`src/clr_pkg.sv`:
```
// shared types and constants for the clipped line rasterizer
`timescale 1ns / 1ps

package clr_pkg;

  // coordinate and register widths
  localparam int COORD_W = 6;
  localparam int REG_W   = 7;
  localparam int IDX_W   = 2;

  // largest effective screen size; register values above saturate here
  localparam int SCREEN_MAX = 64;
  localparam logic [REG_W-1:0] SCREEN_MAX_C = REG_W'(SCREEN_MAX);
  localparam logic [REG_W-1:0] REG_RESET    = 7'd64;

  // configuration register indexes
  localparam logic [IDX_W-1:0] CFG_WIDTH  = 2'd0;
  localparam logic [IDX_W-1:0] CFG_HEIGHT = 2'd1;

  // restoring divider: one quotient bit per cycle
  localparam int DIV_STEPS = COORD_W;
  localparam int CNT_W     = $clog2(DIV_STEPS);

  // starting point and run end of one segment
  typedef struct packed {
    logic [COORD_W-1:0] x0;
    logic [COORD_W-1:0] y0;
    logic [COORD_W-1:0] stop;
    logic               vert;
  } clr_geo_t;

  // per-column y step: whole part and fractional numerator over dx
  typedef struct packed {
    logic signed [COORD_W:0] qd;
    logic [COORD_W-1:0]      rinc;
  } clr_slope_t;

endpackage

```
`src/clipped_line_rasterizer.sv`:
```
// top level of the clipped line rasterizer: sequencer, config and clip
`timescale 1ns / 1ps
//
// Takes one line segment request (start_x, start_y, end_x, end_y) on the in_
// channel and emits one point request per stepped column on the out_ channel,
// left to right, with out_last on the final point. A vertical segment steps
// y upward instead. Each point carries its column, its framebuffer row
// (screen_height - y) and a visible flag for the window x < width,
// 1 <= y < height; invisible points report row 0.
// Sequence: a non-vertical segment is accepted, passes through the restoring
// slope divider (one quotient bit per cycle), loads the slope and then emits
// one point per cycle while out_ does not stall; a vertical segment skips the
// divider and the slope load. in_stall stays high from accept until the last
// point has been loaded into the output register, so one segment is worked
// on at a time. A stall on out_ holds the output register and freezes the
// walker. The cfg_ port writes screen_width (index 0) and screen_height
// (index 1), saturated to 64 on use; write only while idle. Reset sets both
// to 64 and empties the output register.
//
module clipped_line_rasterizer (
  input  logic                        clk,
  input  logic                        rst_n,
  input  logic                        in_valid,
  output logic                        in_stall,
  input  logic [clr_pkg::COORD_W-1:0] in_start_x,
  input  logic [clr_pkg::COORD_W-1:0] in_start_y,
  input  logic [clr_pkg::COORD_W-1:0] in_end_x,
  input  logic [clr_pkg::COORD_W-1:0] in_end_y,
  output logic                        out_valid,
  input  logic                        out_stall,
  output logic [clr_pkg::COORD_W-1:0] out_column,
  output logic [clr_pkg::COORD_W-1:0] out_row,
  output logic                        out_visible,
  output logic                        out_last,
  input  logic                        cfg_we,
  input  logic [clr_pkg::IDX_W-1:0]   cfg_index,
  input  logic [clr_pkg::REG_W-1:0]   cfg_wdata
);
  import clr_pkg::*;

  typedef enum logic [2:0] {
    ST_IDLE = 3'b001,
    ST_DIV  = 3'b010,
    ST_RUN  = 3'b100
  } clr_state_t;

  clr_state_t         state_r, state_nxt;
  logic [REG_W-1:0]   width_r, width_nxt;
  logic [REG_W-1:0]   height_r, height_nxt;
  logic [COORD_W-1:0] dx_r, dx_nxt;
  logic               neg_r, neg_nxt;
  logic               out_valid_r, out_valid_nxt;
  logic [COORD_W-1:0] col_r, col_nxt;
  logic [COORD_W-1:0] row_r, row_nxt;
  logic               vis_r, vis_nxt;
  logic               last_r, last_nxt;

  logic               accept;
  logic               vert;
  logic               ltr;
  logic [COORD_W-1:0] dx_in;
  logic [COORD_W-1:0] dymag_in;
  logic               neg_in;
  logic [COORD_W-1:0] ymin;
  logic [COORD_W-1:0] ymax;
  clr_geo_t           geo;
  clr_slope_t         slope;
  logic               div_start;
  logic               div_done;
  logic [COORD_W-1:0] quot;
  logic [COORD_W-1:0] rem;
  logic               slope_ld;
  logic               out_free;
  logic               emit;
  logic               adv;
  logic [COORD_W-1:0] pt_x;
  logic [COORD_W-1:0] pt_y;
  logic               pt_last;
  logic [REG_W-1:0]   w_eff;
  logic [REG_W-1:0]   h_eff;
  logic               pt_vis;
  logic [REG_W-1:0]   pt_row;

  assign accept = in_valid && !in_stall;

  // segment setup: orient left to right, take slope sign and magnitude
  assign vert  = in_start_x == in_end_x;
  assign ltr   = in_start_x < in_end_x;
  assign dx_in = ltr ? (in_end_x - in_start_x) : (in_start_x - in_end_x);
  assign ymin  = (in_start_y < in_end_y) ? in_start_y : in_end_y;
  assign ymax  = (in_start_y < in_end_y) ? in_end_y : in_start_y;
  // normalized dy is negative when the right end is lower
  assign neg_in   = ltr ? (in_end_y < in_start_y) : (in_start_y < in_end_y);
  assign dymag_in = ymax - ymin;

  always_comb begin
    if (vert) begin
      geo.x0   = in_start_x;
      geo.y0   = ymin;
      geo.stop = ymax;
      geo.vert = 1'b1;
    end else begin
      geo.x0   = ltr ? in_start_x : in_end_x;
      geo.y0   = ltr ? in_start_y : in_end_y;
      geo.stop = ltr ? in_end_x : in_start_x;
      geo.vert = 1'b0;
    end
  end

  assign div_start = accept && !vert;

  clr_div u_div (
    .clk   (clk),
    .rst_n (rst_n),
    .start (div_start),
    .num   (dymag_in),
    .den   (dx_in),
    .done  (div_done),
    .quot  (quot),
    .rem   (rem)
  );

  // floor division of the signed slope from the magnitude result
  always_comb begin
    if (!neg_r) begin
      slope.qd   = $signed({1'b0, quot});
      slope.rinc = rem;
    end else if (rem == '0) begin
      slope.qd   = -$signed({1'b0, quot});
      slope.rinc = '0;
    end else begin
      slope.qd   = -$signed({1'b0, quot}) - 7'sd1;
      slope.rinc = dx_r - rem;
    end
  end

  assign slope_ld = (state_r == ST_DIV) && div_done;

  // output register takes a point when empty or being drained
  assign out_free = !out_valid_r || !out_stall;
  assign emit     = (state_r == ST_RUN) && out_free;
  assign adv      = emit && !pt_last;

  clr_walk u_walk (
    .clk      (clk),
    .load     (accept),
    .geo      (geo),
    .slope_ld (slope_ld),
    .slope    (slope),
    .adv      (adv),
    .dx       (dx_r),
    .pt_x     (pt_x),
    .pt_y     (pt_y),
    .pt_last  (pt_last)
  );

  // clip window with saturated screen size
  assign w_eff  = (width_r > SCREEN_MAX_C) ? SCREEN_MAX_C : width_r;
  assign h_eff  = (height_r > SCREEN_MAX_C) ? SCREEN_MAX_C : height_r;
  assign pt_vis = ({1'b0, pt_x} < w_eff) && (pt_y != '0) && ({1'b0, pt_y} < h_eff);
  assign pt_row = h_eff - {1'b0, pt_y};

  // sequencer
  always_comb begin
    state_nxt = state_r;
    unique case (state_r)
      ST_IDLE: begin
        if (accept) begin
          state_nxt = vert ? ST_RUN : ST_DIV;
        end
      end
      ST_DIV: begin
        if (div_done) begin
          state_nxt = ST_RUN;
        end
      end
      ST_RUN: begin
        if (emit && pt_last) begin
          state_nxt = ST_IDLE;
        end
      end
      default: state_nxt = ST_IDLE;
    endcase
  end

  // segment registers kept for the slope fixup
  always_comb begin
    dx_nxt  = dx_r;
    neg_nxt = neg_r;
    if (accept) begin
      dx_nxt  = dx_in;
      neg_nxt = neg_in;
    end
  end

  // configuration writes
  always_comb begin
    width_nxt  = width_r;
    height_nxt = height_r;
    if (cfg_we) begin
      unique case (cfg_index)
        CFG_WIDTH:  width_nxt  = cfg_wdata;
        CFG_HEIGHT: height_nxt = cfg_wdata;
        default:    ;
      endcase
    end
  end

  // output register
  always_comb begin
    out_valid_nxt = out_valid_r;
    col_nxt       = col_r;
    row_nxt       = row_r;
    vis_nxt       = vis_r;
    last_nxt      = last_r;
    if (out_free) begin
      out_valid_nxt = emit;
    end
    if (emit) begin
      col_nxt  = pt_x;
      row_nxt  = pt_vis ? pt_row[COORD_W-1:0] : '0;
      vis_nxt  = pt_vis;
      last_nxt = pt_last;
    end
  end

  always_ff @(posedge clk) begin
    if (!rst_n) begin
      state_r     <= ST_IDLE;
      width_r     <= REG_RESET;
      height_r    <= REG_RESET;
      out_valid_r <= 1'b0;
    end else begin
      state_r     <= state_nxt;
      width_r     <= width_nxt;
      height_r    <= height_nxt;
      out_valid_r <= out_valid_nxt;
    end
  end

  always_ff @(posedge clk) begin
    dx_r   <= dx_nxt;
    neg_r  <= neg_nxt;
    col_r  <= col_nxt;
    row_r  <= row_nxt;
    vis_r  <= vis_nxt;
    last_r <= last_nxt;
  end

  assign in_stall    = state_r != ST_IDLE;
  assign out_valid   = out_valid_r;
  assign out_column  = col_r;
  assign out_row     = row_r;
  assign out_visible = vis_r;
  assign out_last    = last_r;

endmodule

```
`src/clr_div.sv`:
```
// iterative restoring divider for the slope magnitude
`timescale 1ns / 1ps

module clr_div (
  input  logic                        clk,
  input  logic                        rst_n,
  input  logic                        start,
  input  logic [clr_pkg::COORD_W-1:0] num,
  input  logic [clr_pkg::COORD_W-1:0] den,
  output logic                        done,
  output logic [clr_pkg::COORD_W-1:0] quot,
  output logic [clr_pkg::COORD_W-1:0] rem
);
  import clr_pkg::*;

  localparam logic [CNT_W-1:0] CNT_LAST = CNT_W'(DIV_STEPS - 1);

  logic               busy_r, busy_nxt;
  logic               done_r, done_nxt;
  logic [CNT_W-1:0]   cnt_r, cnt_nxt;
  logic [COORD_W-1:0] q_r, q_nxt;
  logic [COORD_W-1:0] rem_r, rem_nxt;
  logic [COORD_W-1:0] den_r, den_nxt;
  logic [COORD_W:0]   shifted;
  logic [COORD_W:0]   diff;
  logic               ge;

  // one shift and trial subtract per cycle
  assign shifted = {rem_r, q_r[COORD_W-1]};
  assign diff    = shifted - {1'b0, den_r};
  assign ge      = shifted >= {1'b0, den_r};

  always_comb begin
    busy_nxt = busy_r;
    done_nxt = done_r;
    cnt_nxt  = cnt_r;
    q_nxt    = q_r;
    rem_nxt  = rem_r;
    den_nxt  = den_r;
    if (start) begin
      busy_nxt = 1'b1;
      done_nxt = 1'b0;
      cnt_nxt  = '0;
      q_nxt    = num;
      rem_nxt  = '0;
      den_nxt  = den;
    end else if (busy_r) begin
      q_nxt   = {q_r[COORD_W-2:0], ge};
      rem_nxt = ge ? diff[COORD_W-1:0] : shifted[COORD_W-1:0];
      cnt_nxt = cnt_r + 1'b1;
      if (cnt_r == CNT_LAST) begin
        busy_nxt = 1'b0;
        done_nxt = 1'b1;
      end
    end
  end

  // control state
  always_ff @(posedge clk) begin
    if (!rst_n) begin
      busy_r <= 1'b0;
      done_r <= 1'b0;
      cnt_r  <= '0;
    end else begin
      busy_r <= busy_nxt;
      done_r <= done_nxt;
      cnt_r  <= cnt_nxt;
    end
  end

  // datapath
  always_ff @(posedge clk) begin
    q_r   <= q_nxt;
    rem_r <= rem_nxt;
    den_r <= den_nxt;
  end

  assign done = done_r;
  assign quot = q_r;
  assign rem  = rem_r;

endmodule

```
`src/clr_walk.sv`:
```
// point walker: steps x (or y for vertical runs) with an exact remainder
`timescale 1ns / 1ps

module clr_walk (
  input  logic                        clk,
  input  logic                        load,
  input  clr_pkg::clr_geo_t           geo,
  input  logic                        slope_ld,
  input  clr_pkg::clr_slope_t         slope,
  input  logic                        adv,
  input  logic [clr_pkg::COORD_W-1:0] dx,
  output logic [clr_pkg::COORD_W-1:0] pt_x,
  output logic [clr_pkg::COORD_W-1:0] pt_y,
  output logic                        pt_last
);
  import clr_pkg::*;

  logic [COORD_W-1:0]   x_r, x_nxt;
  logic [COORD_W-1:0]   y_r, y_nxt;
  logic [COORD_W-1:0]   err_r, err_nxt;
  logic [COORD_W-1:0]   stop_r, stop_nxt;
  logic                 vert_r, vert_nxt;
  clr_slope_t           slope_r, slope_nxt;
  logic [COORD_W:0]     e_sum;
  logic                 carry;
  logic [COORD_W:0]     e_red;
  logic signed [COORD_W+1:0] y_step;

  // remainder accumulate and carry into y
  assign e_sum  = {1'b0, err_r} + {1'b0, slope_r.rinc};
  assign carry  = e_sum >= {1'b0, dx};
  assign e_red  = e_sum - {1'b0, dx};
  assign y_step = $signed({2'b00, y_r}) + (COORD_W+2)'(slope_r.qd)
                  + $signed({{(COORD_W+1){1'b0}}, carry});

  always_comb begin
    x_nxt     = x_r;
    y_nxt     = y_r;
    err_nxt   = err_r;
    stop_nxt  = stop_r;
    vert_nxt  = vert_r;
    slope_nxt = slope_r;
    if (load) begin
      x_nxt    = geo.x0;
      y_nxt    = geo.y0;
      err_nxt  = '0;
      stop_nxt = geo.stop;
      vert_nxt = geo.vert;
    end else if (adv) begin
      if (vert_r) begin
        y_nxt = y_r + 1'b1;
      end else begin
        x_nxt   = x_r + 1'b1;
        y_nxt   = y_step[COORD_W-1:0];
        err_nxt = carry ? e_red[COORD_W-1:0] : e_sum[COORD_W-1:0];
      end
    end
    if (slope_ld) begin
      slope_nxt = slope;
    end
  end

  always_ff @(posedge clk) begin
    x_r     <= x_nxt;
    y_r     <= y_nxt;
    err_r   <= err_nxt;
    stop_r  <= stop_nxt;
    vert_r  <= vert_nxt;
    slope_r <= slope_nxt;
  end

  assign pt_x    = x_r;
  assign pt_y    = y_r;
  assign pt_last = vert_r ? (y_r == stop_r) : (x_r == stop_r);

endmodule
```
`config.mk`:
```
export PLATFORM = sky130hd
export DESIGN_NAME = clipped_line_rasterizer
export DESIGN_NICKNAME = d
export VERILOG_FILES = /design/src/clr_pkg.sv /design/src/clipped_line_rasterizer.sv /design/src/clr_div.sv /design/src/clr_walk.sv
export SDC_FILE = /design/constraint.sdc
export NUM_CORES = 1
export LEC_CHECK = 0
export BUFFER_PORTS_ARGS = -buffer_cell sky130_fd_sc_hd__buf_2
export CAP_MARGIN = 20
export CORE_ASPECT_RATIO = 0.5
export CORE_MARGIN = 2
export CORE_UTILIZATION = 35
export CTS_CLUSTER_SIZE = 8
export DETAILED_ROUTE_END_ITERATION = 16
export PLACE_DENSITY = 0.61
export SLEW_MARGIN = 40
export SYNTH_ARGS = -nofsm -noshare
export SYNTH_HDL_FRONTEND = slang
export SYNTH_SLANG_ARGS = --single-unit
```
`constraint.sdc`:
```
create_clock -name clk -period 3.8 [get_ports clk]
set_input_delay 0.57 -clock clk [delete_from_list [all_inputs] [get_ports clk]]
set_output_delay 0.57 -clock clk [all_outputs]
set_load 0.05 [all_outputs]
```
==> out/metrics.cfg, run 1 <==
[clock_network]
clock_sinks=99
clk-insertion-delay-late_ns=0.35
htree_levels=3
cts_buffer_depth=2
cts_buffers=9
path_clk_slew_ns=0.07
cts_tree=built
root_buffer=clkbuf_16
cts_hold_buf=0

[flow_run]
maxCapViolCount=0

[cells_and_area]
seq_area_um2=2620
drive_gt1_frac=0.158
fill_cells=1908
layout.nets=934
antenna_cells=0
layout_common_cells=nand2_1 (78), inv_1 (72), ha_1 (66)
multiInputGateArea_um2=4050
area_growth_pct=15.6
final_common_cell=nand2_1

[synthesis]
synth_top_area_cell=edfxtp_1
synth_cells=745
synthArstFlopShare=0
synth-edff-count=64
synth_top_area_frac=0.276
netlist_area_um2=6970
synth_cell_types=65
synth-xor-area-share=0.0553
syn-num-nets=859
synth.area.top_cells=edfxtp_1 (28%), ha_1 (12%), dfxtp_1 (10%)
synth_mux_area_frac=0.0693
ys.flop_type=edfxtp_1
ys_seq_area_frac=0.376
synth_top_family_by_area=simple AND/OR/NAND/NOR gates
ys_ff_latch=99
synth.avg_cell_area_um2=9.35
synth_fa_ha_area_frac=0.146
synthSimpleGateAreaFrac=0.160
yosysWarnings=0
synth_compound_area_frac=0.141

[drt]
postRouteAntennaNets=0
dr.pass1.iters=5
wl_per_cell_um=15.1
wirelength_um=16500
via_per_inst=5.00
drt_first_iter_violations=349
route.detailed.drc=0
vias=5457

[floorplanning]
ios=54
core_area_um2=19500
die_area_um2=21100
rows=36
die_h_um=104
die_w_um=204
start_util=0.357

[worst_setup_path]
arrival_ns=4.12
crit_fanout=2
startpoint_type=flip-flop
required_ns=3.91
worstSetupPathType=reg2reg
end_kind=flip-flop

[sta]
fin_crit_ns=4.01
rsz0062_at_grt=yes
final_max_slew_viol_count=0
setup_viol=3
setup_tns_ns=-0.449
hold_viol_final=0
skew_ns=0.0126
relSlewSlack=0.508
min_period_over_period=1.06
max_freq_mhz=249
max_slew.worst_pin.slew_ns=0.737
worst_slack_ns=-0.215

[global_route]
met1_usage=0.245
track_usage=0.163
grt_util_met2=0.238
grt_pass1_vias=5214
grt-busiest-layer=met1
overflow=0
grt_max_degree=27
grt_pass1_wl_um=27200
grt_use_met3=0.0321
antenna_found_initial=0

[power_and_ir_drop]
irDropWorstVdd_mv=0.201
finalPower_w=0.00359
p_leak_nw=3.47
powerDensity_nw_per_um2=446

[place]
gp_congestion=0.849
port_buffers=53
place_hpwl_um=12800

[worst_hold_path]
hold_path.class=in2reg

[run_status]
violations=setup timing
status=finished, violations left

[metrics by stage]
step	cell area [µm²]	instances	setup WS, ns	utilization	hold WS, ns
3_5_place_dp	7670	1066	-0.344	0.393	0.456
2_1_floorplan	6990	745	-0.202	-	0.438
4_1_cts	8010	1090	-0.191	0.411	0.443
6_report	8050	1091	-0.215	0.413	0.459
5_1_grt	8050	1091	-0.430	0.413	0.448
3_3_place_gp	7670	1066	-0.178	0.393	0.450
[report_power, final]
| part | total, W | internal (W) | switching [W] | leakage [nW] |
|---|---|---|---|---|
| Combinational | 0.00127 | 0.000562 | 0.000708 | 2.46 |
| Sequential | 0.00145 | 0.00131 | 0.000137 | 0.885 |
| Clock | 0.000874 | 0.000451 | 0.000423 | 0.129 |
| Total | 0.00359 | 0.00232 | 0.00127 | 3.47 |
[routing by layer]
layer  up-vias  share of wire
met1      2571           0.53
met5         -              0
met4         0          0.010
li1       2768              -
met3        11          0.045
met2       107           0.42
[path summary, 6_finish.rpt]
path | depth (start not counted) | slack [ns] | from | to
setup / recovery | 21 | -0.21 | u_walk.slope_r[1]$_DFFE_PP_ | u_walk.pt_y[5]$_DFFE_PP_
hold reg to reg | 2 | 0.46 | u_walk.err_r[2]$_SDFFE_PP0P_ | u_walk.err_r[2]$_SDFFE_PP0P_
setup reg to reg | 21 | -0.21 | u_walk.slope_r[1]$_DFFE_PP_ | u_walk.pt_y[5]$_DFFE_PP_
hold / removal | 3 | 0.46 | cfg_wdata[6] | height_r[6]$_SDFFE_PN1P_
[synthesized netlist by cell type (all sizes together) (7+ instances only)]
cell type   n
edfxtp     64
nor3       12
o21ai      49
nor2b      24
inv        73
a21oi      41
mux2        7
ha         67
a21o       11
fa          9
mux2i      40
nand2b     19
a31oi       9
nand2      79
a211oi      8
nand3      12
xnor2      30
dfxtp      35
clkbuf     13
xor2       14
nor2       54
[sequential cells by signal, indices dropped and copies added, names as in the netlist, 3 cells and up]
signal          cells
u_walk.slope_r     12
height_r            7
width_r             7
dx_r                6
out_column          6
out_row             6
u_div.den_r         6
u_div.quot          6
u_div.rem           6
u_walk.err_r        6
u_walk.pt_x         6
u_walk.pt_y         6
u_walk.stop_r       6
state_r             3
u_div.cnt_r         3
[worst max-delay path, cell delays in order, from the launching register on]
cell and delay (ns):
edfxtp_1 0.43, ha_1 0.30, a21o_1 0.17, a21oi_2 0.14, o21bai_1 0.08, a21oi_1 0.16, xnor2_1 0.11, ha_1 0.31
buf_4 0.11, o21a_1 0.16, o31ai_4 0.09, nand2_2 0.08, inv_2 0.04, fa_2 0.36, nor2b_2 0.13, o21ai_2 0.07
a21oi_2 0.15, o21a_1 0.14, nor3_1 0.05, or3b_4 0.38, a21oi_2 0.12, and3b_1 0.18
[cells by family after synthesis]
logic type,after synthesis
multiplexers,47
flip-flops,99
buffers and inverters,93
AND/OR/NAND/NOR,228
AO/OA/AOI/OAI,158
adder cells (fa/ha/maj),76
XOR/XNOR,44
[final cells by class]
class,count,area share
Tap cell,266,0.0413
Timing Repair Buffer,83,0.0609
Inverter,74,0.0345
Sequential cell,99,0.326
Multi-Input combinational cell,553,0.503
Clock buffer,10,0.0284
Clock inverter,6,0.00591
[timing repair]
item,4_1_cts,5_1_grt
gates resized for setup,7,6
setup buffers,8,1
endpoints found under the setup margin,3,5
pin swaps,8,0
(Power assumes the default switching activity.)
==> run 2: changes to the inputs <==
--- a/config.mk
+++ b/config.mk
@@ -12,7 +12,9 @@
 export CORE_UTILIZATION = 35
 export CTS_CLUSTER_SIZE = 8
 export DETAILED_ROUTE_END_ITERATION = 16
+export MAX_ROUTING_LAYER = met4
 export PLACE_DENSITY = 0.61
+export SETUP_SLACK_MARGIN = 0.02
 export SLEW_MARGIN = 40
 export SYNTH_ARGS = -nofsm -noshare
 export SYNTH_HDL_FRONTEND = slang
==> run 2 against run 1 <==
Compared with the run above:
- the run still ends with setup timing left
- global-route usage is 0.49 points higher
- final cell count stayed put
- register-to-register slack hardly changed
- sequential cell count unchanged
- sequential power barely moved
- hold slack hardly changed
- largest cell class unchanged
- first-iteration DRC count grew 23%
==> out/metrics.cfg, run 2 (same netlist as run 1, synthesis figures left out) <==
[place]
place_hpwl_um=12800
port_buffers=53
gp_congestion=0.863

[global_route]
grt_pass1_vias=5224
grt_pass1_wl_um=27200
grt_max_degree=27
track_usage=0.168
overflow=0
grt_util_met2=0.237
grt-busiest-layer=met1
met1_usage=0.245
antenna_found_initial=0
grt_use_met3=0.0321

[drt]
drt_first_iter_violations=428
vias=5455
wl_per_cell_um=15.1
route.detailed.drc=0
wirelength_um=16500
postRouteAntennaNets=0
dr.pass1.iters=5
via_per_inst=5.00

[cells_and_area]
layout_common_cells=nand2_1 (78), inv_1 (72), ha_1 (66)
drive_gt1_frac=0.158
largest-register=u_walk.slope_r
final_core_util=0.413
largest_reg_flops=12
layout.nets=934
antenna_cells=0
reg.largest.list=u_walk.slope_r (12), height_r (7), width_r (7)
final_common_cell=nand2_1
area_growth_pct=15.6

[power_and_ir_drop]
p_leak_nw=3.47
finalPower_w=0.00358
irDropWorstVdd_mv=0.200
powerDensity_nw_per_um2=445

[worst_setup_path]
end_kind=flip-flop
arrival_ns=4.11
cp_slowest_stage_delay_ns=0.43
cp_cell_sequence=ha_1 > a21o_1 > a21oi_2 > o21bai_1 > a21oi_1 > xnor2_1 > ha_1 > buf_4 > o21a_1 > o31ai_4 > nand2_2 > inv_2 > fa_2 > nor2b_2 > o21ai_2 > a21oi_2 > o21a_1 > nor3_1 > or3b_4 > a21oi_2 > and3b_1
slowest_stage=edfxtp_1
startpoint_type=flip-flop
worstReg2RegEnd=u_walk.pt_y[5]$_DFFE_PP_
ff2ff_path_depth=21
crit_family=compound AO/OA/AOI/OAI gates
crit_fanout=2
worstSetupStartpoint=u_walk.slope_r[1]$_DFFE_PP_
worstSetupPathType=reg2reg
worstReg2RegStart=u_walk.slope_r[1]$_DFFE_PP_
r2r_setup_slack_ns=-0.21
path_common_cell=a21oi_2
required_ns=3.91
path_buf_inv=2

[sta]
rsz0062_at_grt=yes
worst_slack_ns=-0.208
max_freq_mhz=250
final_max_slew_viol_count=0
relSlewSlack=0.511
hold_viol_final=0
skew_ns=0.0119
min_period_over_period=1.05
whs_ns=0.459
fin_crit_ns=4.01
setup_viol=3
max_slew.worst_pin.slew_ns=0.734

[floorplanning]
core_area_um2=19500
die_area_um2=21100
rows=36
die_w_um=204
die_h_um=104
ios=54
start_util=0.357

[run_status]
status=finished, violations left
violations=setup timing

[clock_network]
cts_buffers=9
clock_sinks=99
root_buffer=clkbuf_16
clk-insertion-delay-late_ns=0.35
path_clk_slew_ns=0.07
htree_levels=3
cts_buffer_depth=2
cts_tree=built

[worst_hold_path]
hold_depth=3
hold_path.class=in2reg
hold_path_end=height_r[6]$_SDFFE_PN1P_
hp-start=cfg_wdata[6]

[flow_run]
maxCapViolCount=0

## run 2: cell counts in the layout (fill, tap and decap cells not counted)
No cell type changed its count.
## run 2: worst max path at each step
stage	to	slack, ns	cells past startpoint
global placement	u_walk.pt_y[5]$_DFFE_PP_	-0.18	18
floorplan	u_walk.pt_y[5]$_DFFE_PP_	-0.20	20
finish	u_walk.pt_y[5]$_DFFE_PP_	-0.21	21
detailed placement	u_walk.pt_y[5]$_DFFE_PP_	-0.34	21
global route	u_walk.pt_y[5]$_DFFE_PP_	-0.43	21
CTS	u_walk.pt_y[5]$_DFFE_PP_	-0.19	21
## run 2: timing repair
item | in CTS | in global routing
hold buffers | 0 | 0
cloned | 0 | 0
gates resized for setup | 7 | 6
endpoints found under the hold margin | 0 | 0
endpoints found under the setup margin | 3 | 5
pin swaps | 8 | 2
setup buffers | 8 | 1
## run 2: routing by layer
| metal | vias up | part of all wire |
|---|---|---|
| li1 | 2773 | - |
| met1 | 2554 | 0.51 |
| met2 | 118 | 0.42 |
| met3 | 10 | 0.053 |
| met4 | 0 | 0.010 |
| met5 | - | 0 |
## run 2: final cells by class
class | count | area [µm²]
clock inverters | 6 | 47.5
fillers | 1908 | 11500
repair buffers | 83 | 490
inverters | 74 | 278
clock buffers | 10 | 229
multi-input cells | 553 | 4050
well taps | 266 | 333
flip-flops and latches | 99 | 2620
## run 2: power by group
| group | switching [W] | leakage [nW] | internal [W] |
|---|---|---|---|
| Sequential | 0.000137 | 0.885 | 0.00131 |
| Combinational | 0.000706 | 2.46 | 0.000562 |
| Clock | 0.000419 | 0.129 | 0.000450 |
## run 2: metrics by stage
stage	std cells	TNS, ns	cell area [µm²]	setup WS [ns]
2_1_floorplan	745	-0.202	6990	-0.202
3_3_place_gp	1066	-0.261	7670	-0.178
3_5_place_dp	1066	-0.618	7670	-0.344
4_1_cts	1090	-0.309	8010	-0.191
5_1_grt	1091	-1.31	8050	-0.428
6_report	1091	-0.431	8050	-0.208
## run 2: worst min-delay path: cells and delay by family
family / cells / cell delay, ns
buffers and inverters: 1 / 0.10
multiplexers: 1 / 0.06
AND/OR/NAND/NOR: 1 / 0.05
